## src/rtl/morse_pkg.sv

```systemverilog
`default_nettype none
// ----------------------------------------------------------------------------
// morse_pkg
// Shared types, code table and lookup functions of the Morse codec.
// ----------------------------------------------------------------------------
package morse_pkg;

  localparam int TABLE_ENTRIES = 36;
  localparam int MAX_SYMBOLS   = 5;
  localparam int CODE_COUNT    = 36;
  localparam int PATTERN_BITS  = 5;
  localparam int SEARCH_LIMIT  = (TABLE_ENTRIES < CODE_COUNT) ? TABLE_ENTRIES : CODE_COUNT;

  localparam logic       CMD_ENCODE = 1'b0;
  localparam logic       CMD_DECODE = 1'b1;

  localparam logic [7:0] CH_DOT     = 8'h2E;
  localparam logic [7:0] CH_DASH    = 8'h2D;
  localparam logic [7:0] CH_SPACE   = 8'h20;
  localparam logic [7:0] CASE_DELTA = 8'h20;

  typedef logic [PATTERN_BITS-1:0] pattern_t;
  typedef logic [2:0]              count_t;

  typedef struct packed {
    pattern_t pattern;
    count_t   count;
    logic     invalid;
  } tok_state_t;

  localparam int STATE_W = $bits(tok_state_t);

  typedef struct packed {
    logic       hit;
    logic [7:0] ch;
    pattern_t   pattern;
    count_t     len;
  } code_t;

  // bit i of a pattern is symbol i, set for a dash
  localparam logic [7:0] CODE_CHAR [CODE_COUNT] = '{
    8'h41, 8'h42, 8'h43, 8'h44, 8'h45, 8'h46, 8'h47, 8'h48, 8'h49, 8'h4A,
    8'h4B, 8'h4C, 8'h4D, 8'h4E, 8'h4F, 8'h50, 8'h51, 8'h52, 8'h53, 8'h54,
    8'h55, 8'h56, 8'h57, 8'h58, 8'h59, 8'h5A,
    8'h30, 8'h31, 8'h32, 8'h33, 8'h34, 8'h35, 8'h36, 8'h37, 8'h38, 8'h39
  };

  localparam pattern_t CODE_PAT [CODE_COUNT] = '{
    5'd2,  5'd1,  5'd5,  5'd1,  5'd0,  5'd4,  5'd3,  5'd0,  5'd0,  5'd14,
    5'd5,  5'd2,  5'd3,  5'd1,  5'd7,  5'd6,  5'd11, 5'd2,  5'd0,  5'd1,
    5'd4,  5'd8,  5'd6,  5'd9,  5'd13, 5'd3,
    5'd31, 5'd30, 5'd28, 5'd24, 5'd16, 5'd0,  5'd1,  5'd3,  5'd7,  5'd15
  };

  localparam count_t CODE_LEN [CODE_COUNT] = '{
    3'd2, 3'd4, 3'd4, 3'd3, 3'd1, 3'd4, 3'd3, 3'd4, 3'd2, 3'd4,
    3'd3, 3'd4, 3'd2, 3'd2, 3'd3, 3'd4, 3'd4, 3'd3, 3'd3, 3'd1,
    3'd3, 3'd4, 3'd3, 3'd4, 3'd4, 3'd4,
    3'd5, 3'd5, 3'd5, 3'd5, 3'd5, 3'd5, 3'd5, 3'd5, 3'd5, 3'd5
  };

  // text character to code, last matching entry wins
  function automatic code_t enc_lookup(input logic [7:0] c);
    code_t r;
    r = '0;
    for (int e = 0; e < SEARCH_LIMIT; e++) begin
      if (CODE_CHAR[e] == c) begin
        r.hit     = 1'b1;
        r.ch      = CODE_CHAR[e];
        r.pattern = CODE_PAT[e];
        r.len     = CODE_LEN[e];
      end
    end
    return r;
  endfunction

  // symbol pattern to code, last matching entry wins
  function automatic code_t dec_lookup(input pattern_t p, input count_t n);
    code_t r;
    r = '0;
    for (int e = 0; e < SEARCH_LIMIT; e++) begin
      if (CODE_LEN[e] == n && CODE_PAT[e] == p) begin
        r.hit     = 1'b1;
        r.ch      = CODE_CHAR[e];
        r.pattern = CODE_PAT[e];
        r.len     = CODE_LEN[e];
      end
    end
    return r;
  endfunction

endpackage
`default_nettype wire

```

## src/rtl/morse_if.sv

```systemverilog
`default_nettype none
// ----------------------------------------------------------------------------
// morse_if
// Valid/ready channels of the Morse codec: input items and result items.
// ----------------------------------------------------------------------------
interface morse_in_if;
  logic       valid;
  logic       ready;
  logic       command;
  logic [7:0] char_in;
  logic       end_of_message;

  modport source (output valid, command, char_in, end_of_message, input ready);
  modport sink   (input valid, command, char_in, end_of_message, output ready);
endinterface

interface morse_out_if;
  logic       valid;
  logic       ready;
  logic [7:0] char_out;
  logic       last_of_run;

  modport source (output valid, char_out, last_of_run, input ready);
  modport sink   (input valid, char_out, last_of_run, output ready);
endinterface
`default_nettype wire

```

## src/rtl/morse_ram.sv

```systemverilog
`default_nettype none
// ----------------------------------------------------------------------------
// morse_ram
// Generic single-write, single-read RAM with registered read data.
// ----------------------------------------------------------------------------
module morse_ram #(
  parameter int WIDTH = 8,
  parameter int DEPTH = 2
) (
  input  wire logic                                       clk,
  input  wire logic                                       we,
  input  wire logic [((DEPTH > 1) ? $clog2(DEPTH) : 1)-1:0] waddr,
  input  wire logic [WIDTH-1:0]                           wdata,
  input  wire logic [((DEPTH > 1) ? $clog2(DEPTH) : 1)-1:0] raddr,
  output logic      [WIDTH-1:0]                           rdata
);

  logic [WIDTH-1:0] mem [DEPTH];

  always_ff @(posedge clk) begin
    if (we) begin
      mem[waddr] <= wdata;
    end
    rdata <= mem[raddr];
  end

endmodule
`default_nettype wire

```

## src/rtl/morse_encode_decode_unit.sv

```systemverilog
`default_nettype none
// ----------------------------------------------------------------------------
// morse_encode_decode_unit
// International Morse codec: encodes text to dots and dashes, decodes tokens.
// ----------------------------------------------------------------------------
// in_ch carries one ASCII character per transaction with a command bit
// (encode or decode) and an end-of-message flag used by decode only.
// out_ch carries result characters; last_of_run marks the final result of
// an input transaction.
// Encode of A-Z, a-z or 0-9 gives its dots and dashes and a closing space,
// two to six results, one per cycle unless stalled; others give none.
// Decode gives at most one result, when a space or end-of-message closes a
// token that matches the table.
// The open token lives in a one-entry RAM with a registered read; the last
// write is forwarded, so decode items are taken every cycle unless stalled.
// The first result is shown in the cycle after its input is taken. An input
// holds the output register until its last result leaves; the next input is
// taken in the cycle its last result leaves, or at once if there is none.
// A stalled receiver holds the current result and stops input.
// Reset (rst, synchronous) empties the output register and clears the token.
// ----------------------------------------------------------------------------
module morse_encode_decode_unit (
  input  wire logic   clk,
  input  wire logic   rst,
  morse_in_if.sink    in_ch,
  morse_out_if.source out_ch
);
  import morse_pkg::*;

  tok_state_t        ram_rdata;
  tok_state_t        fwd_data;
  logic              fwd_hit;
  logic              state_valid;
  tok_state_t        cur_state;
  tok_state_t        upd_state;
  tok_state_t        wr_state;
  logic              ram_we;
  logic              in_acc;
  logic              closing;
  logic [7:0]        folded;
  code_t             enc_code;
  code_t             dec_code;
  logic              dec_emit;

  logic              busy;
  logic              enc_mode;
  count_t            idx;
  count_t            len;
  pattern_t          pat;
  logic [7:0]        dec_char;
  logic              last_beat;

  morse_ram #(
    .WIDTH (STATE_W),
    .DEPTH (1)
  ) u_state_ram (
    .clk   (clk),
    .we    (ram_we),
    .waddr (1'b0),
    .wdata (wr_state),
    .raddr (1'b0),
    .rdata (ram_rdata)
  );

  // forward the write of the previous cycle past the registered read
  always_comb begin
    if (fwd_hit) begin
      cur_state = fwd_data;
    end else if (state_valid) begin
      cur_state = ram_rdata;
    end else begin
      cur_state = '0;
    end
  end

  always_comb begin
    upd_state = cur_state;
    closing   = 1'b0;
    if (in_ch.char_in == CH_SPACE) begin
      closing = 1'b1;
    end else begin
      if (in_ch.char_in == CH_DOT || in_ch.char_in == CH_DASH) begin
        if (32'(cur_state.count) >= MAX_SYMBOLS) begin
          upd_state.invalid = 1'b1;
        end else begin
          if (in_ch.char_in == CH_DASH && 32'(cur_state.count) < PATTERN_BITS) begin
            upd_state.pattern = cur_state.pattern | (pattern_t'(1) << cur_state.count);
          end
          upd_state.count = cur_state.count + 3'd1;
        end
      end else begin
        upd_state.invalid = 1'b1;
      end
      closing = in_ch.end_of_message;
    end
    wr_state = closing ? '0 : upd_state;
  end

  always_comb begin
    folded = in_ch.char_in;
    if (in_ch.char_in inside {[8'h61:8'h7A]}) begin
      folded = in_ch.char_in - CASE_DELTA;
    end
  end

  assign enc_code  = enc_lookup(folded);
  assign dec_code  = dec_lookup(upd_state.pattern, upd_state.count);
  assign dec_emit  = closing && upd_state.count != '0 && !upd_state.invalid && dec_code.hit;

  assign last_beat = enc_mode ? (idx == len) : 1'b1;
  assign in_ch.ready = !busy || (out_ch.ready && last_beat);
  assign in_acc    = in_ch.valid && in_ch.ready;
  assign ram_we    = in_acc && in_ch.command == CMD_DECODE;

  assign out_ch.valid       = busy;
  assign out_ch.last_of_run = last_beat;

  always_comb begin
    if (!enc_mode) begin
      out_ch.char_out = dec_char;
    end else if (idx == len) begin
      out_ch.char_out = CH_SPACE;
    end else if (pat[idx]) begin
      out_ch.char_out = CH_DASH;
    end else begin
      out_ch.char_out = CH_DOT;
    end
  end

  always_ff @(posedge clk) begin
    if (rst) begin
      fwd_hit     <= 1'b0;
      state_valid <= 1'b0;
    end else begin
      fwd_hit <= ram_we;
      if (ram_we) begin
        state_valid <= 1'b1;
      end
    end
    if (ram_we) begin
      fwd_data <= wr_state;
    end
  end

  always_ff @(posedge clk) begin
    if (rst) begin
      busy <= 1'b0;
    end else begin
      if (in_acc) begin
        if (in_ch.command == CMD_ENCODE) begin
          busy <= enc_code.hit;
        end else begin
          busy <= dec_emit;
        end
      end else if (busy && out_ch.ready && last_beat) begin
        busy <= 1'b0;
      end
    end
    if (in_acc) begin
      enc_mode <= in_ch.command == CMD_ENCODE;
      idx      <= '0;
      len      <= enc_code.len;
      pat      <= enc_code.pattern;
      dec_char <= dec_code.ch;
    end else if (busy && out_ch.ready && !last_beat) begin
      idx <= idx + 3'd1;
    end
  end

  a_enc_first_symbol : assert property (@(posedge clk) disable iff (rst)
    (in_acc && in_ch.command == CMD_ENCODE && enc_code.hit) |=>
      (out_ch.valid && (out_ch.char_out == CH_DOT || out_ch.char_out == CH_DASH)))
    else $error("encode did not start with a symbol");

  a_fwd_implies_valid : assert property (@(posedge clk) disable iff (rst)
    fwd_hit |-> state_valid)
    else $error("forwarded state without a written entry");

  a_count_bound : assert property (@(posedge clk) disable iff (rst)
    32'(cur_state.count) <= MAX_SYMBOLS)
    else $error("token symbol count out of range");

  a_idx_bound : assert property (@(posedge clk) disable iff (rst)
    (busy && enc_mode) |-> (idx <= len))
    else $error("encode index past the closing space");

  a_drain : assert property (@(posedge clk) disable iff (rst)
    (out_ch.valid && out_ch.ready && out_ch.last_of_run && !in_acc) |=> !out_ch.valid)
    else $error("result repeated after the last transaction of a run");

endmodule
`default_nettype wire
```

## src/flat_wrapper.sv

```systemverilog
// flat-port wrapper written by rule: the top's interface ports become plain ports
module morse_encode_decode_unit_flat import morse_pkg::*;
  (clk, rst, in_ch_valid, in_ch_command, in_ch_char_in, in_ch_end_of_message, in_ch_ready, out_ch_valid, out_ch_char_out, out_ch_last_of_run, out_ch_ready);
  morse_in_if in_ch_i ();
  morse_out_if out_ch_i ();
  input  wire logic clk;
  input  wire logic rst;
  input wire logic [$bits(in_ch_i.valid)-1:0] in_ch_valid;
  input wire logic [$bits(in_ch_i.command)-1:0] in_ch_command;
  input wire logic [$bits(in_ch_i.char_in)-1:0] in_ch_char_in;
  input wire logic [$bits(in_ch_i.end_of_message)-1:0] in_ch_end_of_message;
  output wire logic [$bits(in_ch_i.ready)-1:0] in_ch_ready;
  output wire logic [$bits(out_ch_i.valid)-1:0] out_ch_valid;
  output wire logic [$bits(out_ch_i.char_out)-1:0] out_ch_char_out;
  output wire logic [$bits(out_ch_i.last_of_run)-1:0] out_ch_last_of_run;
  input wire logic [$bits(out_ch_i.ready)-1:0] out_ch_ready;
  assign in_ch_i.valid = in_ch_valid;
  assign in_ch_i.command = in_ch_command;
  assign in_ch_i.char_in = in_ch_char_in;
  assign in_ch_i.end_of_message = in_ch_end_of_message;
  assign in_ch_ready = in_ch_i.ready;
  assign out_ch_valid = out_ch_i.valid;
  assign out_ch_char_out = out_ch_i.char_out;
  assign out_ch_last_of_run = out_ch_i.last_of_run;
  assign out_ch_i.ready = out_ch_ready;
  morse_encode_decode_unit u_core (.clk(clk), .rst(rst), .in_ch(in_ch_i), .out_ch(out_ch_i));
endmodule
```

## config.mk

```make
export PLATFORM = sky130hd
export DESIGN_NAME = morse_encode_decode_unit_flat
export DESIGN_NICKNAME = d
export VERILOG_FILES = /design/src/rtl/morse_pkg.sv /design/src/rtl/morse_if.sv /design/src/rtl/morse_ram.sv /design/src/rtl/morse_encode_decode_unit.sv /design/src/flat_wrapper.sv
export SDC_FILE = /design/constraint.sdc
export NUM_CORES = 1
export LEC_CHECK = 0
export BUFFER_PORTS_ARGS = -buffer_cell sky130_fd_sc_hd__buf_2
export CORE_MARGIN = 10
export CORE_UTILIZATION = 60
export DETAILED_ROUTE_END_ITERATION = 10
export GPL_TIMING_DRIVEN = 0
export PLACE_DENSITY = 0.8
export RECOVER_POWER = 100
export SLEW_MARGIN = 10
export SYNTH_ARGS = -nofsm -noshare
export SYNTH_HDL_FRONTEND = slang
export SYNTH_SLANG_ARGS = --single-unit
export TNS_END_PERCENT = 10
```

## constraint.sdc

```tcl
create_clock -name clk -period 4.3 [get_ports clk]
set_input_delay 0.215 -clock clk [delete_from_list [all_inputs] [get_ports clk]]
set_output_delay 0.215 -clock clk [all_outputs]
set_load 0.03 [all_outputs]
```

==> parameters.txt, run 1 <==
Parameter                              Value

Route
  Average wire per standard cell ... ~19 um
  DRC ... 0
  Number of iterations in the first detailed-routing pass ... 5
  Vias ... 3390
  Number of violations reported at the end of detailed-routing iteration 0 ... roughly 350
  Total routed wirelength ... around 9500 um
  Count of nets left with antenna violations after detail routing ... 0
  Avg Vias per Cell ... 6.77

Power and ir drop
  LEAKAGE ... about 0.0013 uW
  Worst IR Drop VDD ... 0.246 mV
  Total power per unit cell area ... 280 nW/um^2
  Overall power consumption ... 996 uW

Die
  Floorplan die height ... approximately 94 um
  Initial cell density of the core ... between 60% and 70%
  Area inside the core boundary ... between 5000 and 6000 um^2
  Standard-cell rows ... 26
  Full die area ... approximately 8800 um^2
  Number of primary I/O pins ... 25
  Horizontal extent of the die ... ~94 um

Hold path
  Worst Hold Class ... input port to flip-flop

Final layout
  # diodes ... 0
  Net count of the finished layout ... ~450
  Layout cell share with drive strength beyond 1 ... 9.51%
  Syn-to-layout area delta ... 8.79%

Critical path
  Destination of the worst register-to-register timing path ... u_core.dec_char[0]$_SDFFCE_PP1P_
  Capture point of the critical path ... u_core.dec_char[0]$_SDFFCE_PP1P_
  Critical Path Start ... u_core.fwd_hit$_SDFF_PP0_
  Endpoint arrival time on the critical path ... between 4 and 5 ns
  Worst path required time ... around 4.4 ns
  Critical path peak fanout ... 9
  FF-to-FF path depth ... 10
  Critical path start-end classification ... flip-flop to flip-flop
  Setup crit start kind ... flip-flop
  Category of the worst setup path capture point ... flip-flop
  Setup slack of the worst register-to-register path ... between 0.15 and 0.2 ns
  Worst r2r src ... u_core.fwd_hit$_SDFF_PP0_

CTS
  Buffer levels on the longest clock path ... 2
  Number of hold buffers added after cts ... 0
  TritonCTS buffer count ... 5
  Clock transition at the register clock pins on the worst setup and hold paths after CTS ... around 0.09 ns
  Post-CTS repair timing setup buffer count ... 0
  CTS H-Tree Depth ... 2
  Sink count of the clock tree ... 40
  TritonCTS clock tree ... built
  Cts repair resizes ... 0
  Clock Latency Late Sink ... 0.31 ns
  Clock tree root buffer cell ... sky130_fd_sc_hd__clkbuf_8

Placement
  I/O Buffers ... 21
  Sum of net half-perimeters after detailed placement ... 6840 um
  Routability congestion estimate from global placement ... roughly 1

Synthesis
  Fraction of registers with async set or reset after synthesis ... 0%
  Cell variety after synth ... just under 80
  Synth area leader ... sky130_fd_sc_hd__edfxtp_1
  Biggest area contributors in the synthesized netlist ... sky130_fd_sc_hd__edfxtp_1 (23%), sky130_fd_sc_hd__dfxtp_1 (9.2%), sky130_fd_sc_hd__nand2_1 (4.7%), sky130_fd_sc_hd__nor2_1 (4.6%), sky130_fd_sc_hd__a21oi_1 (4.0%)
  Syn Area/Cell ... around 8.1 um^2
  Combined area of all synthesized cells ... 3280 um^2
  FF+latch count, synth ... 40
  Synthesized netlist cell count ... 402
  Total of warnings raised by yosys ... 0
  Flip-flop cell with the highest count after synthesis ... sky130_fd_sc_hd__edfxtp_1
  Synth top area share ... 22.9%
  EDFF count, synth ... 25
  Post-Synthesis Net Count ... 424
  Share of the yosys chip area belonging to registers ... 32.1%

Job
  Max Cap Violations ... 0

STA
  Total count of max-transition violations in the final report ... 0
  Final setup viols ... 0
  Worst max-slew margin expressed relative to the limit ... 38.5%
  Setup clock skew after layout ... between 0.01 and 0.015 ns
  Fraction of the cycle the final worst path needs ... 96.1%
  Transition at the pin with the smallest max-transition slack ... 0.921 ns
  Minimum period implied by the final worst setup slack ... ~4.1 ns
  Accumulated negative setup slack ... 0 ns
  Number of failing hold endpoints at the final stage ... 0
  Unrepaired setup endpoints after global routing ... no
  Maximum frequency from static timing analysis ... between 0.2 and 0.25 GHz

Global route
  Antenna violations before repair ... 0
  Pin count of the biggest net entering global routing ... 17
  Total GRT Usage ... about a fifth
  Number of global-route vias before repair ... 2990
  First-pass GRT wire length ... ~15000 um
  Total overflow reported by the global router ... 0

Outcome
  Outcome ... finished clean
## report_power, final
group / switching, uW / internal [uW]
combinational: 167 / 76.0
clock: 141 / 172
sequential: 10.4 / 430
total: 318 / 678
## cell type report
type | instances | area (um^2)
fillers | 441 | 1640
flip-flops and latches | 40 | 1050
plain buffers | 25 | 101
clock inverters | 3 | 42.5
repair buffers | 21 | 91.3
well taps | 70 | 87.6
multi-input cells | 319 | 2050
clock buffers | 5 | 68.8
inverters | 18 | 67.6
## critical path: stages, from the launching register on
cell and delay, ns:
sky130_fd_sc_hd__dfxtp_1 0.49, sky130_fd_sc_hd__and3b_1 0.23, sky130_fd_sc_hd__or2_2 0.27, sky130_fd_sc_hd__clkbuf_1 0.22, sky130_fd_sc_hd__ha_1 0.29, sky130_fd_sc_hd__a211o_1 0.36, sky130_fd_sc_hd__a221oi_2 0.79, sky130_fd_sc_hd__o21ai_0 0.53
sky130_fd_sc_hd__o32ai_1 0.35, sky130_fd_sc_hd__a221oi_1 0.14, sky130_fd_sc_hd__a22oi_1 0.26
## metal layers
layer / vias up / global-route usage (%) / share of wire [%]
met4: 0 / 6.58 / 1.3
met2: 184 / 34.6 / 49
met3: 15 / 4.08 / 9.3
met5: - / 0 / 0
met1: 1595 / 26.8 / 40
li1: 1596 / - / -
## registers in the layout, indices dropped and copies added, names as in the netlist
signal / count
u_core.dec_char: 7
u_core.enc_mode: 1
u_core.fwd_data: 7
u_core.fwd_hit: 1
u_core.idx: 3
u_core.len: 3
u_core.out_ch.valid: 1
u_core.pat: 5
u_core.state_valid: 1
u_core.u_state_ram.mem: 2
u_core.u_state_ram.rdata: 9
## through the flow
step           area [um^2]  setup WS (ns)  util [%]  instances  hold slack (ns)
6_report              3560          0.166      68.5        501            0.136
5_1_grt               3560         0.0319      68.5        501            0.141
4_1_cts               3580          0.335      68.8        501            0.135
3_5_place_dp          3470          0.406      66.6        493            0.365
3_3_place_gp          3470          0.449      66.6        493            0.360
2_1_floorplan         3280           1.13         -        402            0.287
## cells by family after synthesis
family | Yosys count | synth area share, %
simple gates | 164 | 26.2
fa+ha+maj | 8 | 3.06
xor+xnor | 5 | 1.34
buf+inv | 43 | 5.23
compound gates | 137 | 30.3
mux | 4 | 1.64
other cells | 1 | 0.114
flops | 40 | 32.1
## Yosys cell counts, types with 6 or more instances
cell	count
sky130_fd_sc_hd__nand4_1	7
sky130_fd_sc_hd__nand2b_1	8
sky130_fd_sc_hd__edfxtp_1	25
sky130_fd_sc_hd__o21ai_0	20
sky130_fd_sc_hd__ha_1	8
sky130_fd_sc_hd__a31oi_1	8
sky130_fd_sc_hd__a21oi_1	26
sky130_fd_sc_hd__dfxtp_1	15
sky130_fd_sc_hd__nand2_1	41
sky130_fd_sc_hd__nor2_1	40
sky130_fd_sc_hd__nand3_1	16
sky130_fd_sc_hd__or2_2	6
sky130_fd_sc_hd__nor3_1	9
sky130_fd_sc_hd__clkbuf_1	17
sky130_fd_sc_hd__inv_1	17
sky130_fd_sc_hd__a22oi_1	6
sky130_fd_sc_hd__nor2b_1	7
sky130_fd_sc_hd__o22ai_1	6
## cell usage in the layout (no fill, tap or decap), drive strengths merged, types with 3 or more instances in the layout
cell / n
a211oi: 4
a21oi: 26
a221oi: 6
a22o: 5
a22oi: 6
a31oi: 8
a32oi: 5
and2: 3
and3: 4
buf: 15
clkbuf: 36
dfxtp: 15
edfxtp: 25
ha: 8
inv: 18
nand2: 41
nand2b: 8
nand3: 16
nand3b: 3
nand4: 8
nor2: 41
nor2b: 7
nor3: 9
nor4: 5
o211ai: 3
o21a: 5
o21ai: 21
o221ai: 3
o22ai: 6
o2bb2ai: 4
o311a: 3
o31ai: 5
o32ai: 4
o41ai: 4
or2: 6
xnor2: 4
## worst min path at each step
stage / from / end / slack (ns) / cells after the start
detailed placement: u_core.fwd_data[7]$_SDFFCE_PN0P_ / u_core.u_state_ram.rdata[7]$_DFF_P_ / 0.36 / 0
CTS: rst / u_core.state_valid$_SDFFE_PP0P_ / 0.13 / 2
global route: rst / u_core.state_valid$_SDFFE_PP0P_ / 0.14 / 2
floorplan: rst / u_core.state_valid$_SDFFE_PP0P_ / 0.29 / 1
global placement: u_core.fwd_data[5]$_SDFFCE_PN0P_ / u_core.u_state_ram.rdata[5]$_DFF_P_ / 0.36 / 0
finish: rst / u_core.state_valid$_SDFFE_PP0P_ / 0.14 / 2
No activity file was read; power rests on OpenSTA's default activity.
==> run 2, diff against run 1 <==
--- a/config.mk
+++ b/config.mk
@@ -15,5 +15,6 @@
 export SLEW_MARGIN = 10
 export SYNTH_ARGS = -nofsm -noshare
 export SYNTH_HDL_FRONTEND = slang
+export SYNTH_HIERARCHICAL = 1
 export SYNTH_SLANG_ARGS = --single-unit
 export TNS_END_PERCENT = 10
==> run 2 against run 1 <==
Via count down 8.7%; first-iteration DRC count grew 15%; final area up 1.4%; area after synthesis is 2.4% higher; sequential share of layout area is 7.1 points higher.
==> parameters.txt, run 2 <==
Parameter                              Value

Critical path
  Peak per-stage delay on the critical path ... 0.75 ns (was 0.79 ns)
  Critical path peak fanout ... 10 (was 9)
  Critical path start-end classification ... flip-flop to flip-flop (unchanged)
  Endpoint arrival time on the critical path ... 3.61 ns (was 4.25 ns)
  Category of the worst setup path capture point ... flip-flop (unchanged)
  Slowest-stage cell, CP ... sky130_fd_sc_hd__o21ai_0 (was sky130_fd_sc_hd__a221oi_2)
  Worst path required time ... 4.50 ns (was 4.42 ns)
  Setup crit start kind ... flip-flop (unchanged)
  Critical-path cell list ... clkbuf_1 -> nor4bb_1 -> o2111ai_1 -> o21ai_0 -> nor2_1 -> a211oi_1 -> nand4_1 -> o311a_1 -> a211o_1 (was and3b_1 -> or2_2 -> clkbuf_1 -> ha_1 -> a211o_1 -> a221oi_2 -> o21ai_0 -> o32ai_1 -> a221oi_1 -> a22oi_1)

Route
  Number of iterations in the first detailed-routing pass ... 7 (was 5)
  Avg Vias per Cell ... 6.50 (was 6.77)
  Count of nets left with antenna violations after detail routing ... 0 (unchanged)
  Average wire per standard cell ... 17.4 um (was 18.9 um)
  DRC ... 0 (unchanged)
  Total routed wirelength ... 8310 um (was 9460 um)
  Vias ... 3094 (was 3390)
  Number of violations reported at the end of detailed-routing iteration 0 ... 399 (was 347)

Synthesis
  Dominant combinational cell family by area after synthesis ... compound AO/OA/AOI/OAI gates (unchanged)
  Total of warnings raised by yosys ... 6 (was 0)
  Syn Area/Cell ... 8.95 um^2 (was 8.15 um^2)
  Synth area leader ... sky130_fd_sc_hd__edfxtp_1 (unchanged)
  Post-Synthesis Net Count ... 392 (was 424)
  Combined area of all synthesized cells ... 3350 um^2 (was 3280 um^2)
  Share of the yosys chip area belonging to registers ... 39.4% (was 32.1%)
  Compound-cell area share of the yosys netlist ... 28.5% (was 30.3%)
  Synth top area share ... 30.4% (was 22.9%)
  Synthesized netlist cell count ... 375 (was 402)
  Fraction of registers with async set or reset after synthesis ... 0% (unchanged)
  Simple-gate area share of the yosys netlist ... 21.9% (was 26.2%)
  Mux contribution to synthesized area ... 2.20% (was 1.64%)
  Cell variety after synth ... 73 (was 78)
  FF+latch count, synth ... 49 (was 40)
  EDFF count, synth ... 34 (was 25)
  Flip-flop cell with the highest count after synthesis ... sky130_fd_sc_hd__edfxtp_1 (unchanged)
  Adder-cell area share of the yosys netlist ... 1.12% (was 3.06%)
  Biggest area contributors in the synthesized netlist ... sky130_fd_sc_hd__edfxtp_1 (30%), sky130_fd_sc_hd__dfxtp_1 (9.0%), sky130_fd_sc_hd__nand2_1 (4.0%), sky130_fd_sc_hd__nor2_1 (4.0%), sky130_fd_sc_hd__a21oi_1 (3.9%) (was sky130_fd_sc_hd__edfxtp_1 (23%), sky130_fd_sc_hd__dfxtp_1 (9.2%), sky130_fd_sc_hd__nand2_1 (4.7%), sky130_fd_sc_hd__nor2_1 (4.6%), sky130_fd_sc_hd__a21oi_1 (4.0%))
  XOR/XNOR share of the synthesized area ... 1.57% (was 1.34%)
  Top post-synthesis cells by count ... sky130_fd_sc_hd__nand2_1 (36), sky130_fd_sc_hd__nor2_1 (36), sky130_fd_sc_hd__edfxtp_1 (34) (was sky130_fd_sc_hd__nand2_1 (41), sky130_fd_sc_hd__nor2_1 (40), sky130_fd_sc_hd__a21oi_1 (26))

Final layout
  Final cell count without fillers ... 476 (was 501)
  # diodes ... 0 (unchanged)
  Fillers ... 494 (was 441)
  Syn-to-layout area delta ... 7.68% (was 8.79%)
  Net count of the finished layout ... 420 (was 452)
  Most frequent cells in the layout ... sky130_fd_sc_hd__nand2_1 (36), sky130_fd_sc_hd__nor2_1 (36), sky130_fd_sc_hd__edfxtp_1 (34), sky130_fd_sc_hd__a21oi_1 (25), sky130_fd_sc_hd__clkbuf_1 (24) (was sky130_fd_sc_hd__nand2_1 (41), sky130_fd_sc_hd__nor2_1 (40), sky130_fd_sc_hd__clkbuf_1 (31), sky130_fd_sc_hd__a21oi_1 (26), sky130_fd_sc_hd__edfxtp_1 (25))
  Layout cell share with drive strength beyond 1 ... 14.4% (was 9.51%)
  Top flop regs ... u_core/fwd_data x9, u_core/u_state_ram/mem x9, u_core/u_state_ram/rdata x9 (was u_core.u_state_ram.rdata x9, u_core.dec_char x7, u_core.fwd_data x7)

Global route
  Total overflow reported by the global router ... 0 (unchanged)
  Pin count of the biggest net entering global routing ... 19 (was 17)
  First-pass GRT wire length ... 13700 um (was 15200 um)
  Total GRT Usage ... 18.6% (was 21.0%)
  Number of global-route vias before repair ... 2910 (was 2990)
  Antenna violations before repair ... 0 (unchanged)

Job
  Max Cap Violations ... 0 (unchanged)

Die
  Initial cell density of the core ... 61.3% (was 62.9%)
  Floorplan die height ... 94.8 um (was 93.9 um)
  Area inside the core boundary ... 5470 um^2 (was 5200 um^2)
  Standard-cell rows ... 27 (was 26)
  Horizontal extent of the die ... 94.8 um (was 93.9 um)
  Full die area ... 8980 um^2 (was 8810 um^2)
  Number of primary I/O pins ... 25 (unchanged)

CTS
  Buffer levels on the longest clock path ... 2 (unchanged)
  TritonCTS buffer count ... 5 (unchanged)
  Sink count of the clock tree ... 49 (was 40)
  Cts repair resizes ... 0 (unchanged)
  Clock transition at the register clock pins on the worst setup and hold paths after CTS ... 0.08 ns (was 0.09 ns)
  Number of hold buffers added after cts ... 0 (unchanged)
  Clock tree root buffer cell ... sky130_fd_sc_hd__clkbuf_8 (unchanged)
  Clock Latency Late Sink ... 0.30 ns (was 0.31 ns)
  Post-CTS repair timing setup buffer count ... 0 (unchanged)
  CTS H-Tree Depth ... 2 (unchanged)
  TritonCTS clock tree ... built (unchanged)

Outcome
  Outcome ... finished clean (unchanged)

Power and ir drop
  LEAKAGE ... 0.00128 uW (was 0.00130 uW)
  Total power per unit cell area ... 287 nW/um^2 (was 280 nW/um^2)
  Worst IR Drop VDD ... 0.200 mV (was 0.246 mV)

STA
  Minimum period implied by the final worst setup slack ... 3.42 ns (was 4.13 ns)
  Accumulated negative setup slack ... 0 ns (unchanged)
  Maximum frequency from static timing analysis ... 0.293 GHz (was 0.242 GHz)
  Unrepaired setup endpoints after global routing ... no (unchanged)
  Total count of max-transition violations in the final report ... 0 (unchanged)
  Worst max-slew margin expressed relative to the limit ... 24.4% (was 38.5%)
  Final setup viols ... 0 (unchanged)
  Fraction of the cycle the final worst path needs ... 79.4% (was 96.1%)
  Number of failing hold endpoints at the final stage ... 0 (unchanged)
  Transition at the pin with the smallest max-transition slack ... 1.13 ns (was 0.921 ns)
  Setup clock skew after layout ... 0.00612 ns (was 0.0140 ns)

Placement
  I/O Buffers ... 21 (unchanged)
  Routability congestion estimate from global placement ... 0.969 (was 1.02)
  Sum of net half-perimeters after detailed placement ... 6250 um (was 6840 um)
  Cell count after placement ... 468 (was 493)

Hold path
  Worst Hold Class ... input port to flip-flop (unchanged)
-- run 2: changes by cell type after synthesis, moves of 6 or more --
cell | previous run | this run
sky130_fd_sc_hd__a31oi_1 | 8 | 2
sky130_fd_sc_hd__clkbuf_1 | 17 | 11
sky130_fd_sc_hd__edfxtp_1 | 25 | 34
sky130_fd_sc_hd__inv_1 | 17 | 11
sky130_fd_sc_hd__nand3_1 | 16 | 8
sky130_fd_sc_hd__o21ai_1 | 1 | 8
-- run 2: final timing paths --
| kind | from | to | slack [ns] | cells after the start |
|---|---|---|---|---|
| min reg2reg | u_core/u_state_ram/mem[0][2]$_DFFE_PP_ | u_core/u_state_ram/rdata[2]$_DFF_P_ | 0.35 | 0 |
| max reg2reg | u_core/fwd_hit$_SDFF_PP0_ | u_core/out_ch.valid$_SDFFE_PP0P_ | 0.88 | 9 |
| min | rst | u_core/state_valid$_SDFFE_PP0P_ | 0.14 | 2 |
| max | u_core/fwd_hit$_SDFF_PP0_ | u_core/out_ch.valid$_SDFFE_PP0P_ | 0.88 | 9 |
-- run 2: cell type report --
type / instances / area [um^2] / area share [%]
repair buffers: 21 / 91.3 / 2.53
plain buffers: 26 / 131 / 3.64
multi-input cells: 288 / 1840 / 51.0
clock inverters: 3 / 21.3 / 0.589
clock buffers: 5 / 68.8 / 1.91
well taps: 72 / 90.1 / 2.49
inverters: 12 / 45.0 / 1.25
flip-flops and latches: 49 / 1320 / 36.6
-- run 2: through the flow --
stage                     power, uW  hold slack, ns  worst slack [ns]  cell area, um^2  utilization, %
after floorplan                 719           0.284              1.20             3350               -
after global placement          774           0.325             0.810             3550            64.9
after detailed placement        778           0.328              1.30             3550            64.9
after CTS                      1040           0.131              1.27             3640            66.6
after global routing           1090           0.133             0.631             3610            66.0
final                          1040           0.136             0.884             3610            66.0
-- run 2: cells by family (layout without fill, tap and decap cells) --
kind of cell               Yosys count  count (layout)
muxes                                6               6
other                                1               1
xor gates and xnor gates             6               6
AOI/OAI and AO/OA                  129             129
buffers and inverters               38              67
and+or+nand+nor                    143             143
DFF                                 49              49
adders and majority gates            3               3
-- run 2: routing by layer --
layer	GRT usage [%]	part of all wire [%]	vias up
met1	23.4	42	1443
met3	4.20	7.8	18
met4	5.86	1.5	0
met5	0	0	-
met2	30.8	48	147
li1	-	-	1486
-- run 2: worst max-delay path, delay by kind of cell (launching register included) --
| family | cells | cell delay [ns] |
|---|---|---|
| AOI/OAI and AO/OA | 5 | 2.12 |
| buffers and inverters | 1 | 0.20 |
| DFF | 1 | 0.32 |
| and+or+nand+nor | 3 | 0.69 |
-- run 2: power breakdown --
group	switching [uW]	internal, uW
Sequential	11.0	533
Combinational	153	71.8
Clock	153	115
